[src/hw/rtl/ptd_pkg.sv]
`timescale 1ns / 1ps
// ----------------------------------------------------------------------------
// ptd_pkg
// shared types and constants of the periodic task dispatcher
// ----------------------------------------------------------------------------
package ptd_pkg;

  localparam int unsigned TableDepth = 16;
  localparam int unsigned NumPrio    = 5;

  typedef enum logic [2:0] {
    OP_ADD     = 3'd0,
    OP_REMOVE  = 3'd1,
    OP_ENABLE  = 3'd2,
    OP_DISABLE = 3'd3,
    OP_TICK    = 3'd4,
    OP_CLEAR   = 3'd5
  } op_e;

  typedef enum logic [1:0] {
    ST_OK      = 2'd0,
    ST_FULL    = 2'd1,
    ST_DUP     = 2'd2,
    ST_MISSING = 2'd3
  } status_e;

  typedef enum logic [2:0] {
    S_IDLE,
    S_READ,
    S_EVAL,
    S_SHIFT,
    S_OUT,
    S_DONE
  } state_e;

  typedef struct packed {
    logic [2:0]  operation;
    logic [7:0]  task_id;
    logic [31:0] interval_ms;
    logic [2:0]  task_priority;
    logic [31:0] now_ms;
  } req_t;

  typedef struct packed {
    logic [1:0] status;
    logic       due_valid;
    logic [7:0] due_id;
    logic       last;
  } rsp_t;

  typedef struct packed {
    logic [7:0]  id;
    logic [31:0] interval;
    logic [31:0] last_run;
    logic [2:0]  prio;
    logic        enabled;
  } entry_t;

endpackage

[src/hw/rtl/ptd_if.sv]
`timescale 1ns / 1ps
// ----------------------------------------------------------------------------
// ptd_req_if / ptd_rsp_if
// valid/ready channels carrying requests and results
// ----------------------------------------------------------------------------
interface ptd_req_if;
  logic          valid;
  logic          ready;
  ptd_pkg::req_t payload;
  modport source (output valid, output payload, input ready);
  modport sink (input valid, input payload, output ready);
endinterface

interface ptd_rsp_if;
  logic          valid;
  logic          ready;
  ptd_pkg::rsp_t payload;
  modport source (output valid, output payload, input ready);
  modport sink (input valid, input payload, output ready);
endinterface

[src/hw/rtl/ptd_table.sv]
`timescale 1ns / 1ps
// ----------------------------------------------------------------------------
// ptd_table
// task table memory, one write and one registered read port
// ----------------------------------------------------------------------------
module ptd_table #(
  parameter int unsigned Depth = ptd_pkg::TableDepth,
  localparam int unsigned AW = (Depth > 1) ? $clog2(Depth) : 1
) (
  input  logic                 clk_i,
  input  logic                 we_i,
  input  logic [AW-1:0]        waddr_i,
  input  ptd_pkg::entry_t      wdata_i,
  input  logic [AW-1:0]        raddr_i,
  output ptd_pkg::entry_t      rdata_o
);
  ptd_pkg::entry_t mem_q [Depth];

  always_ff @(posedge clk_i) begin
    if (we_i) begin
      mem_q[waddr_i] <= wdata_i;
    end
    rdata_o <= mem_q[raddr_i];
  end
endmodule

[src/hw/rtl/ptd_ctrl.sv]
`timescale 1ns / 1ps
// ----------------------------------------------------------------------------
// ptd_ctrl
// sequencer that scans, edits and dispatches from the task table
// ----------------------------------------------------------------------------
module ptd_ctrl #(
  parameter int unsigned Depth = ptd_pkg::TableDepth,
  localparam int unsigned AW = (Depth > 1) ? $clog2(Depth) : 1,
  localparam int unsigned CW = $clog2(Depth + 1)
) (
  input  logic            clk_i,
  input  logic            rst_ni,
  ptd_req_if.sink         req_i,
  ptd_rsp_if.source       rsp_o,
  output logic            we_o,
  output logic [AW-1:0]   waddr_o,
  output ptd_pkg::entry_t wdata_o,
  output logic [AW-1:0]   raddr_o,
  input  ptd_pkg::entry_t rdata_i
);
  ptd_pkg::state_e state_q, state_d;
  ptd_pkg::req_t   req_q;
  logic [CW-1:0]   count_q, count_d;
  logic [CW-1:0]   idx_q, idx_d;
  logic [2:0]      prio_q, prio_d;
  logic            found_q, found_d;
  logic [AW-1:0]   fidx_q, fidx_d;
  ptd_pkg::rsp_t   out_q, out_d;
  logic            next_q, next_d;
  logic [CW-1:0]   idx_inc;
  logic            scan_end;
  logic            is_tick;
  logic            due;
  logic [31:0]     age;

  assign idx_inc  = idx_q + CW'(1);
  assign scan_end = (idx_inc >= count_q);
  assign is_tick  = (req_q.operation == ptd_pkg::OP_TICK);
  assign age      = req_q.now_ms - rdata_i.last_run;
  assign due      = rdata_i.enabled && (rdata_i.prio == prio_q) &&
                    ((rdata_i.last_run == '0) || (age >= rdata_i.interval));
  assign raddr_o  = idx_q[AW-1:0];

  assign req_i.ready   = (state_q == ptd_pkg::S_IDLE);
  assign rsp_o.valid   = (state_q == ptd_pkg::S_OUT);
  assign rsp_o.payload = out_q;

  always_ff @(posedge clk_i or negedge rst_ni) begin
    if (!rst_ni) begin
      state_q <= ptd_pkg::S_IDLE;
      count_q <= '0;
    end else begin
      state_q <= state_d;
      count_q <= count_d;
    end
  end

  always_ff @(posedge clk_i) begin
    if (req_i.valid && req_i.ready) begin
      req_q <= req_i.payload;
    end
    idx_q   <= idx_d;
    prio_q  <= prio_d;
    found_q <= found_d;
    fidx_q  <= fidx_d;
    out_q   <= out_d;
    next_q  <= next_d;
  end

  // next state
  always_comb begin
    state_d = state_q;
    case (state_q)
      ptd_pkg::S_IDLE: begin
        if (req_i.valid) begin
          state_d = ptd_pkg::S_READ;
        end
      end
      ptd_pkg::S_READ: begin
        if (idx_q >= count_q) begin
          if (is_tick && prio_q < 3'(ptd_pkg::NumPrio - 1)) begin
            state_d = ptd_pkg::S_READ;
          end else begin
            state_d = ptd_pkg::S_DONE;
          end
        end else begin
          state_d = ptd_pkg::S_EVAL;
        end
      end
      ptd_pkg::S_EVAL: begin
        if (is_tick && due) begin
          state_d = ptd_pkg::S_OUT;
        end else if (req_q.operation == ptd_pkg::OP_REMOVE && found_q) begin
          state_d = scan_end ? ptd_pkg::S_DONE : ptd_pkg::S_SHIFT;
        end else begin
          state_d = ptd_pkg::S_READ;
        end
      end
      ptd_pkg::S_SHIFT: state_d = ptd_pkg::S_READ;
      ptd_pkg::S_DONE:  state_d = ptd_pkg::S_OUT;
      ptd_pkg::S_OUT: begin
        if (rsp_o.ready) begin
          state_d = next_q ? ptd_pkg::S_READ : ptd_pkg::S_IDLE;
        end
      end
      default: state_d = ptd_pkg::S_IDLE;
    endcase
  end

  // datapath and outputs
  always_comb begin
    count_d = count_q;
    idx_d   = idx_q;
    prio_d  = prio_q;
    found_d = found_q;
    fidx_d  = fidx_q;
    out_d   = out_q;
    next_d  = next_q;
    we_o    = 1'b0;
    waddr_o = fidx_q;
    wdata_o = rdata_i;
    case (state_q)
      ptd_pkg::S_IDLE: begin
        idx_d   = '0;
        prio_d  = '0;
        found_d = 1'b0;
        fidx_d  = '0;
      end
      ptd_pkg::S_READ: begin
        if (idx_q >= count_q && is_tick && prio_q < 3'(ptd_pkg::NumPrio - 1)) begin
          prio_d = prio_q + 3'd1;
          idx_d  = '0;
        end
      end
      ptd_pkg::S_EVAL: begin
        idx_d = idx_inc;
        if (is_tick) begin
          if (due) begin
            we_o             = 1'b1;
            waddr_o          = idx_q[AW-1:0];
            wdata_o.last_run = req_q.now_ms;
            out_d            = '{ptd_pkg::ST_OK, 1'b1, rdata_i.id, 1'b0};
            next_d           = 1'b1;
          end
        end else if (found_q) begin
          // remove: move this entry one place down
          we_o    = 1'b1;
          waddr_o = fidx_q;
          fidx_d  = idx_q[AW-1:0];
          if (scan_end) begin
            idx_d = count_q;
          end
        end else if (rdata_i.id == req_q.task_id) begin
          found_d = 1'b1;
          fidx_d  = idx_q[AW-1:0];
          if (req_q.operation == ptd_pkg::OP_ENABLE ||
              req_q.operation == ptd_pkg::OP_DISABLE) begin
            we_o            = 1'b1;
            waddr_o         = idx_q[AW-1:0];
            wdata_o.enabled = (req_q.operation == ptd_pkg::OP_ENABLE);
            idx_d           = count_q;
          end else if (req_q.operation == ptd_pkg::OP_ADD) begin
            idx_d = count_q;
          end else if (req_q.operation != ptd_pkg::OP_REMOVE) begin
            found_d = 1'b0;
          end else if (scan_end) begin
            idx_d = count_q;
          end
        end
      end
      ptd_pkg::S_DONE: begin
        out_d  = '{ptd_pkg::ST_OK, 1'b0, 8'd0, 1'b1};
        next_d = 1'b0;
        case (req_q.operation)
          ptd_pkg::OP_ADD: begin
            if (count_q >= CW'(Depth)) begin
              out_d.status = ptd_pkg::ST_FULL;
            end else if (found_q) begin
              out_d.status = ptd_pkg::ST_DUP;
            end else begin
              we_o    = 1'b1;
              waddr_o = count_q[AW-1:0];
              wdata_o = '{req_q.task_id, req_q.interval_ms, 32'd0,
                          req_q.task_priority, 1'b1};
              count_d = count_q + CW'(1);
            end
          end
          ptd_pkg::OP_REMOVE: begin
            if (found_q) begin
              count_d = count_q - CW'(1);
            end else begin
              out_d.status = ptd_pkg::ST_MISSING;
            end
          end
          ptd_pkg::OP_ENABLE, ptd_pkg::OP_DISABLE: begin
            if (!found_q) begin
              out_d.status = ptd_pkg::ST_MISSING;
            end
          end
          ptd_pkg::OP_CLEAR: count_d = '0;
          default: ;
        endcase
      end
      ptd_pkg::S_OUT: begin
        // a dispatch result is final when nothing else is due afterwards;
        // hold it until the scan resumes and either finds more or ends
        if (rsp_o.ready && next_q) begin
          next_d = 1'b0;
        end
      end
      default: ;
    endcase
  end

endmodule

[src/hw/rtl/periodic_task_dispatcher.sv]
`timescale 1ns / 1ps
// ----------------------------------------------------------------------------
// periodic_task_dispatcher
// table of periodic tasks with add, remove, enable, disable, clear and tick
// ----------------------------------------------------------------------------
// req_i carries one request (operation, task_id, interval_ms, task_priority,
// now_ms); rsp_o returns results (status, due_valid, due_id, last).
// a table request gives one result with last set; a tick gives one result
// per dispatched task in priority order then table order, or one result with
// due_valid low when nothing is due.
// the table sits in a memory with one registered read port, so the scan reads
// each entry in a read state and checks it in the evaluate state that follows;
// an edit scans the table at most once, a tick once for each of the five priorities.
// one request is handled at a time; req ready is high only when idle.
// a dispatch result is held with last low; last is signalled by an extra
// look-ahead: the final dispatch is emitted only once the scan ends, so each
// held result waits on the scan.
// reset empties the table at once; no clearing pass is needed.
// a stalled receiver holds the result and pauses the scan.
// ----------------------------------------------------------------------------
module periodic_task_dispatcher #(
  parameter int unsigned TableDepth = ptd_pkg::TableDepth
) (
  input logic        clk_i,
  input logic        rst_ni,
  ptd_req_if.sink    req_i,
  ptd_rsp_if.source  rsp_o
);
  localparam int unsigned AW = (TableDepth > 1) ? $clog2(TableDepth) : 1;

  logic            we;
  logic [AW-1:0]   waddr;
  logic [AW-1:0]   raddr;
  ptd_pkg::entry_t wdata;
  ptd_pkg::entry_t rdata;
  ptd_rsp_if       raw ();

  // one-deep hold stage so a dispatch is only shown once the next is known
  ptd_pkg::rsp_t   hold_q;
  logic            hold_v_q;

  ptd_table #(.Depth(TableDepth)) u_table (
    .clk_i, .we_i(we), .waddr_i(waddr), .wdata_i(wdata),
    .raddr_i(raddr), .rdata_o(rdata)
  );

  ptd_ctrl #(.Depth(TableDepth)) u_ctrl (
    .clk_i, .rst_ni, .req_i(req_i), .rsp_o(raw.source),
    .we_o(we), .waddr_o(waddr), .wdata_o(wdata), .raddr_o(raddr), .rdata_i(rdata)
  );

  // a held dispatch is released when another result arrives; a final
  // no-dispatch marker after dispatches is dropped and sets last on the held one
  logic incoming_disp;
  logic release_now;
  assign incoming_disp = raw.valid && raw.payload.due_valid;
  assign release_now   = hold_v_q && raw.valid;

  always_comb begin
    rsp_o.valid   = release_now;
    rsp_o.payload = hold_q;
    raw.ready     = 1'b0;
    if (!hold_v_q) begin
      if (raw.valid && !raw.payload.due_valid) begin
        rsp_o.valid   = 1'b1;
        rsp_o.payload = raw.payload;
        raw.ready     = rsp_o.ready;
      end else begin
        raw.ready = 1'b1;
      end
    end else if (raw.valid) begin
      rsp_o.payload.last = !incoming_disp;
      raw.ready          = rsp_o.ready;
    end
  end

  always_ff @(posedge clk_i or negedge rst_ni) begin
    if (!rst_ni) begin
      hold_v_q <= 1'b0;
    end else begin
      if (raw.valid && raw.ready) begin
        hold_v_q <= incoming_disp;
      end
    end
  end

  always_ff @(posedge clk_i) begin
    if (raw.valid && raw.ready && incoming_disp) begin
      hold_q <= raw.payload;
    end
  end

endmodule

[src/flat_wrapper.sv]
// flat-port wrapper written by rule: the top's interface ports become plain ports
module periodic_task_dispatcher_flat 
#(
  parameter int unsigned TableDepth = ptd_pkg::TableDepth
)
  (clk_i, rst_ni, req_i_valid, req_i_payload, req_i_ready, rsp_o_valid, rsp_o_payload, rsp_o_ready);
  ptd_req_if req_i_i ();
  ptd_rsp_if rsp_o_i ();
  input logic clk_i;
  input logic rst_ni;
  input wire logic [$bits(req_i_i.valid)-1:0] req_i_valid;
  input wire logic [$bits(req_i_i.payload)-1:0] req_i_payload;
  output wire logic [$bits(req_i_i.ready)-1:0] req_i_ready;
  output wire logic [$bits(rsp_o_i.valid)-1:0] rsp_o_valid;
  output wire logic [$bits(rsp_o_i.payload)-1:0] rsp_o_payload;
  input wire logic [$bits(rsp_o_i.ready)-1:0] rsp_o_ready;
  assign req_i_i.valid = req_i_valid;
  assign req_i_i.payload = req_i_payload;
  assign req_i_ready = req_i_i.ready;
  assign rsp_o_valid = rsp_o_i.valid;
  assign rsp_o_payload = rsp_o_i.payload;
  assign rsp_o_i.ready = rsp_o_ready;
  periodic_task_dispatcher #(.TableDepth(TableDepth)) u_core (.clk_i(clk_i), .rst_ni(rst_ni), .req_i(req_i_i), .rsp_o(rsp_o_i));
endmodule
[config.mk]
export PLATFORM = sky130hd
export DESIGN_NAME = periodic_task_dispatcher_flat
export DESIGN_NICKNAME = d
export VERILOG_FILES = /design/src/hw/rtl/ptd_pkg.sv /design/src/hw/rtl/ptd_if.sv /design/src/hw/rtl/ptd_table.sv /design/src/hw/rtl/ptd_ctrl.sv /design/src/hw/rtl/periodic_task_dispatcher.sv /design/src/flat_wrapper.sv
export SDC_FILE = /design/constraint.sdc
export NUM_CORES = 2
export LEC_CHECK = 0
export ABC_AREA = 1
export BUFFER_PORTS_ARGS = -buffer_cell sky130_fd_sc_hd__buf_2
export CAP_MARGIN = 20
export CORE_AREA = 5 5 347 349
export CTS_CLUSTER_DIAMETER = 40
export DETAILED_ROUTE_END_ITERATION = 7
export DIE_AREA = 0 0 352 354
export GPL_ROUTABILITY_DRIVEN = 0
export PLACE_DENSITY = 0.65
export SYNTH_ARGS = -nofsm -noshare
export SYNTH_HDL_FRONTEND = slang
export SYNTH_SLANG_ARGS = --single-unit
[constraint.sdc]
create_clock -name clk_i -period 22 [get_ports clk_i]
set_input_delay 1.1 -clock clk_i [delete_from_list [all_inputs] [get_ports clk_i]]
set_output_delay 1.1 -clock clk_i [all_outputs]
set_load 0.02 [all_outputs]
Word level (Yosys, flattened, before mapping)
Memories as Yosys holds them, arrays and structs flattened. A register that Yosys moved wholly into a read port is not among the register bits.
Index checks and enable logic that the tools add are counted.
{"block": "totals", "ff_bits": 125, "ramBits": 1216, "n_memories": 1, "latchBits": 0, "out_inout_bits": 14, "wordCells": 180, "in_bits": 82, "mem_bits_ro": 0}
{"name": "u_core.u_table.mem_q", "words": 16, "width": 76, "read_ports": 1, "rd_clocked_by_memory_dff": 1, "write_ports": 1, "line_no": "ptd_table.sv:17", "source": "ptd_pkg::entry_t mem_q [Depth];"}
{"block": "op_classes", "order_cmp": 5, "eq_ne": 24, "addsub": 5, "n_reduce_logical": 36, "bitwise": 0, "div_mod_pow": 0, "n_shift": 0, "mux": 88, "n_mul": 0}
{"op": "76-bit two-way mux", "n": 3}
{"op": "32-bit two-way mux", "n": 2}
{"op": "32-bit one-hot mux with 2 select lines", "n": 1}
{"op": "5-bit two-way mux", "n": 11}
{"op": "4-bit two-way mux", "n": 11}
{"op": "40-bit two-way mux", "n": 1}
{"op": "12-bit two-way mux", "n": 3}
{"op": "32-bit >= comparator", "n": 1}
{"op": "32-bit logical NOT", "n": 1}
{"op": "32-bit subtractor", "n": 1}
{"op": "1-bit two-way mux", "n": 31}
{"op": "5-bit one-hot mux with 3 select lines", "n": 2}
{"op": "3-bit two-way mux", "n": 9}
{"op": "12-bit one-hot mux with 2 select lines", "n": 1}
{"op": "2-bit != test, second input constant", "n": 10}
{"op": "3-bit one-hot mux with 6 select lines", "n": 1}
{"op": "4-bit one-hot mux with 2 select lines", "n": 2}
{"op": "1-bit logical AND", "n": 14}
{"op": "3-bit by 2-bit == test with 1-bit output, second input constant", "n": 4}
{"op": "3-bit == test, second input constant", "n": 4}
{"op": "11-bit two-way mux", "n": 1}
{"op": "5-bit by 1-bit adder with 5-bit output, second input constant", "n": 2}
{"op": "5-bit >= comparator", "n": 2}
{"op": "3-bit nonzero test", "n": 3}
{"op": "23 further kinds", "n": 37}

Longest topological paths before layout
{"block": "depth", "ltp_word": 10, "ltp_mapped": 31, "ltp_nobuf": 31}

Hierarchy
A second synthesis with hierarchy kept.
{"block": "unflattened", "hier_cells": 6126, "area_unflattened_um2": 62575.0}
{"module": "ptd_table", "instances": 1, "area_per_inst_um2": 53405.0, "cells_each": 4995, "seq_area_each_um2": 38036.5}
{"module": "ptd_ctrl", "instances": 1, "area_per_inst_um2": 8553.2, "cells_each": 1064, "seq_area_each_um2": 3323.2}
{"module": "periodic_task_dispatcher", "instances": 1, "area_per_inst_um2": 616.8, "cells_each": 67, "seq_area_each_um2": 385.4}

Least setup slack after synthesis
No wires, ideal clock.
{"block": "synth_path", "path_type": "reg-to-reg", "from": "register u_core.u_ctrl.req_q[0] (netlist name)", "to": "memory u_core.u_table.mem_q[2][0] (netlist name), enable pin", "setup_ns": 0.511, "path_stages_with_launch": 31, "t_required_ns": 21.489, "path_buffers": 0, "path_slack_ns": 14.919, "t_arrival_ns": 6.570, "period_less_slack_ns": 7.081, "cell_sequence": "edfxtp_1 -> inv_1 -> ha_1 -> inv_1 -> fa_1 -> nand3_1 -> nand2_1 -> a21oi_2 -> o21ai_2 -> nand3_1 -> nand3_1 -> nand3_1 -> nand2_1 -> nand2_1 -> nand3b_1 -> xor2_1 -> ha_1 -> nand2_2 -> nor2_4 -> nand4_2 -> nor4_2 -> nand2_1 -> nand2_2 -> nand3_2 -> inv_2 -> nand2_1 -> nand3b_2 -> nand2_4 -> clkinv_4 -> nand2_4 -> nor2_1"}
{"block": "synth_via", "elab_chain_cells": 9, "elab_cells_between_ends": 12, "cone_classes": "add/sub (1); order compare (1); mux (8); reduce/logical (2)"}
{"item": "start, declared", "line_no": "ptd_ctrl.sv:22", "source": "ptd_pkg::req_t req_q;"}
{"item": "start signal, assigned", "line_no": "ptd_ctrl.sv:60", "source": "req_q <= req_i.payload;"}
{"item": "32-bit subtractor *", "line_no": "ptd_ctrl.sv:39", "source": "assign age = req_q.now_ms - rdata_i.last_run;"}
{"item": "32-bit >= comparator *", "line_no": "ptd_ctrl.sv:41", "source": "((rdata_i.last_run == '0) || (age >= rdata_i.interval));"}
{"item": "1-bit logical OR *", "line_no": "ptd_ctrl.sv:41"}
{"item": "1-bit logical AND *", "line_no": "ptd_ctrl.sv:40", "source": "assign due = rdata_i.enabled && (rdata_i.prio == prio_q) &&"}
{"item": "1-bit two-way mux", "line_no": "ptd_ctrl.sv:138", "source": "if (due) begin"}
{"item": "1-bit two-way mux", "line_no": "ptd_ctrl.sv:137", "source": "if (is_tick) begin"}
{"item": "1-bit one-hot mux with 2 select lines", "line_no": "ptd_ctrl.sv:122", "source": "case (state_q)"}
{"item": "1-bit two-way mux", "line_no": "ptd_table.sv:20", "source": "if (we_i) begin"}
{"item": "1-bit two-way mux (not written as such)", "line_no": "ptd_table.sv:21", "source": "mem_q[waddr_i] <= wdata_i;"}
{"item": "end, declared", "line_no": "ptd_table.sv:17"}
Every way passes the cells marked *; elsewhere a longest branch is shown, timed or not.

Worst setup path in the final report
{"block": "layout_path", "from": "register u_core.u_ctrl.req_q[0] (netlist name)", "to": "memory u_core.u_table.mem_q[12][72] (netlist name), enable pin"}
Same word-level chain as after synthesis.

==> run metrics <==
status complete, no violations; Crit path top cell by count nand2_1; H-tree levels 4; antenna viol nets, final 0; crit path DAT 7500 ps; Hold Violations, Final 0; core area 0.117 mm²; Detailed Place HPWL 81.7 mm; vias in the first global route 36,000; Starting Density 49.4%; die height 354 µm; hold buffer count at CTS 0; required time worst endpoint 22,370 ps; Post-Syn Nets 4,746; Synth async-reset ratio 0.635%; DRT Wirelength 150 mm; Nets 4,829; Ports 96; clock tree buffer depth 3; CTS root buf clkbuf_16; synthesis warning total 0; CTS Buf Count 168; antenna violations before repair 8; WS Path Type reg2reg; CTS tree built; Max VDD drop 114 µV; total setup buffers inserted after CTS 0; post-synthesis sequential area ratio 72.2%; LEAKAGE 22.4 nW; synth unique cells 60; Post-Synthesis Cells 4,584; Yosys top cell by area edfxtp_1; Most used DFF post-synth edfxtp_1; WL/cell 23.6 µm; Layout area overhead 14.0%; peak fanout along the critical path 67; Clock Pin Slew Worst Setup and Hold Paths 60 ps; Global Route Usage Sum 23.5%; Worst path slowest cell buf_4; Post-Route M1 WL 63.9 mm; end-of-flow core utilization 56.3%; Final Cycle Share 32.4%; slew at the pin closest to its max-slew limit 1180 ps; critical path buffer and inverter count 5; layout cells sized above 1 13.0%; initial DRC count 4,144; Max Freq 0.140 GHz; Die Area 0.125 mm²; Pwr Density 148 mW/mm²; # setup viols final 0; fin crit period 7130 ps; Clock Skew 40.5 ps; Min-Delay Path Class in2async; CTS Sinks 1,417; Critical Path Start Type flip-flop; number of port buffers 95; Rows 126; slowest stage delay, CP 920 ps; metal2 WL 68.9 mm; RSZ-0062 raised after global routing no; Post-synth top cells edfxtp_1, nor2_1, o21ai_0; Slew Viols, Final 0; Post-Syn Area 0.0578 mm²; Chip Width 352 µm; post-synth top area share 69.2%; vias per inst 5.95; Post-route DRC 0; top-count cell post-synth edfxtp_1; delay-heaviest family, CP simple AND/OR/NAND/NOR gates; top post-synthesis cells by area edfxtp_1, o21ai_0, nor2_1; Clock Latency Late Sink 780 ps; Post-synth EDFFs 1,332; top sig layer met4; max_cap viols 0; post_cts resized 0; Mean Syn Cell Area 12.6 µm²; total congestion overflow 0; detailed-router iteration count before antenna repair 5; relative slew slack 21.5%; hold slack 173 ps; post-route setup TNS 0 ps; Critical Path Sink Type flip-flop; via count 37,800; maximum number of pins on one net before global-route repair 210; first-pass GRT wire length 226 mm; met3 wire len 13.3 mm; Synth Register Bits 1,417
[cell usage in the layout (no fill, tap or decap), drive strengths merged, types with 33 or more instances in the layout]
cell,netlist,final
inv,157,190
o211ai,39,39
nand2,299,299
edfxtp,1332,1332
nor2,809,809
clkinv,4,61
nand3,35,35
o21ai,800,800
a21oi,113,113
o22ai,362,362
ha,78,78
buf,68,201
clkbuf,220,198
dfxtp,76,76
o31ai,33,33
[flip-flops by register name (all words and copies together) (netlist names), 4 cells and up]
register,cells
u_core.hold_q,12
u_core.u_ctrl.rsp_o.payload,12
u_core.u_ctrl.fidx_q,4
u_core.u_table.rdata_o,76
u_core.u_ctrl.count_q,5
u_core.u_ctrl.idx_q,5
u_core.u_ctrl.req_q,78
u_core.u_table.mem_q,1216
[final cells by class]
cell class | instances | area (µm²)
clock buffers | 198 | 4420
fillers | 9340 | 51200
inverters | 161 | 637
clock inverters | 117 | 1340
flip-flops and latches | 1417 | 41700
diodes | 1 | 2.50
multi-input cells | 2718 | 14500
well taps | 1536 | 1920
repair buffers | 201 | 1380
[per-layer routing]
layer	vias up	global-route usage (%)
met5	-	0
met4	0	6.80
met3	238	4.42
met2	1716	37.0
met1	18700	33.8
li1	17100	-
[where the power goes]
group	internal [mW]	total, mW	leakage [nW]	switching [mW]
registers	3.54	3.65	12.8	0.105
logic	0.962	3.32	6.86	2.36
clock network	1.67	2.81	2.81	1.14
[metrics by stage]
step / instance area [µm²] / setup slack (ps) / power (mW) / cells
2_1_floorplan: 57800 / 14920 / 5.87 / 4584
5_1_grt: 65900 / 14420 / 10.3 / 6348
4_1_cts: 65800 / 14950 / 9.78 / 6331
6_report: 65900 / 14870 / 9.78 / 6349
3_3_place_gp: 60000 / 14960 / 6.92 / 6013
3_5_place_dp: 60000 / 14970 / 6.97 / 6016
[cells by family after synthesis]
logic type               share of synthesized area, %
flip-flops                                       72.2
AO/OA/AOI/OAI                                    13.8
AND/OR/NAND/NOR                                  8.25
buffers and inverters                            3.13
adder cells (fa/ha/maj)                          1.76
XOR/XNOR                                        0.712
multiplexers                                    0.195
[worst paths after layout]
path / start / end / slack (ps) / cells past startpoint
setup / recovery: u_core.u_ctrl.req_q[0]$_DFFE_PP_ / u_core.u_table.mem_q[12][72]$_DFFE_PP_ / 14870 / 31
hold / removal: rst_ni / u_core.u_ctrl.count_q[0]$_DFFE_PN0P_ / 170 / 1
setup reg to reg: u_core.u_ctrl.req_q[0]$_DFFE_PP_ / u_core.u_table.mem_q[12][72]$_DFFE_PP_ / 14870 / 31
hold reg to reg: u_core.u_ctrl.rsp_o.payload[3]$_SDFFCE_PP0P_ / u_core.hold_q[3]$_DFFE_PP_ / 450 / 0
max in group asynchronous: rst_ni / u_core.u_ctrl.count_q[1]$_DFFE_PN0P_ / 21630 / 1
min in group clk_i: u_core.u_ctrl.rsp_o.payload[3]$_SDFFCE_PP0P_ / u_core.hold_q[3]$_DFFE_PP_ / 450 / 0
[worst register-to-register path: cells and delay by family, from the launching register on]
kind	cells	cell delay (ps)
AO/OA/AOI/OAI	4	590
flip-flops	1	390
buffers and inverters	5	1850
AND/OR/NAND/NOR	18	2790
adder cells (fa/ha/maj)	3	850
XOR/XNOR	1	150
Note: power is estimated with default switching activity, not from simulation.
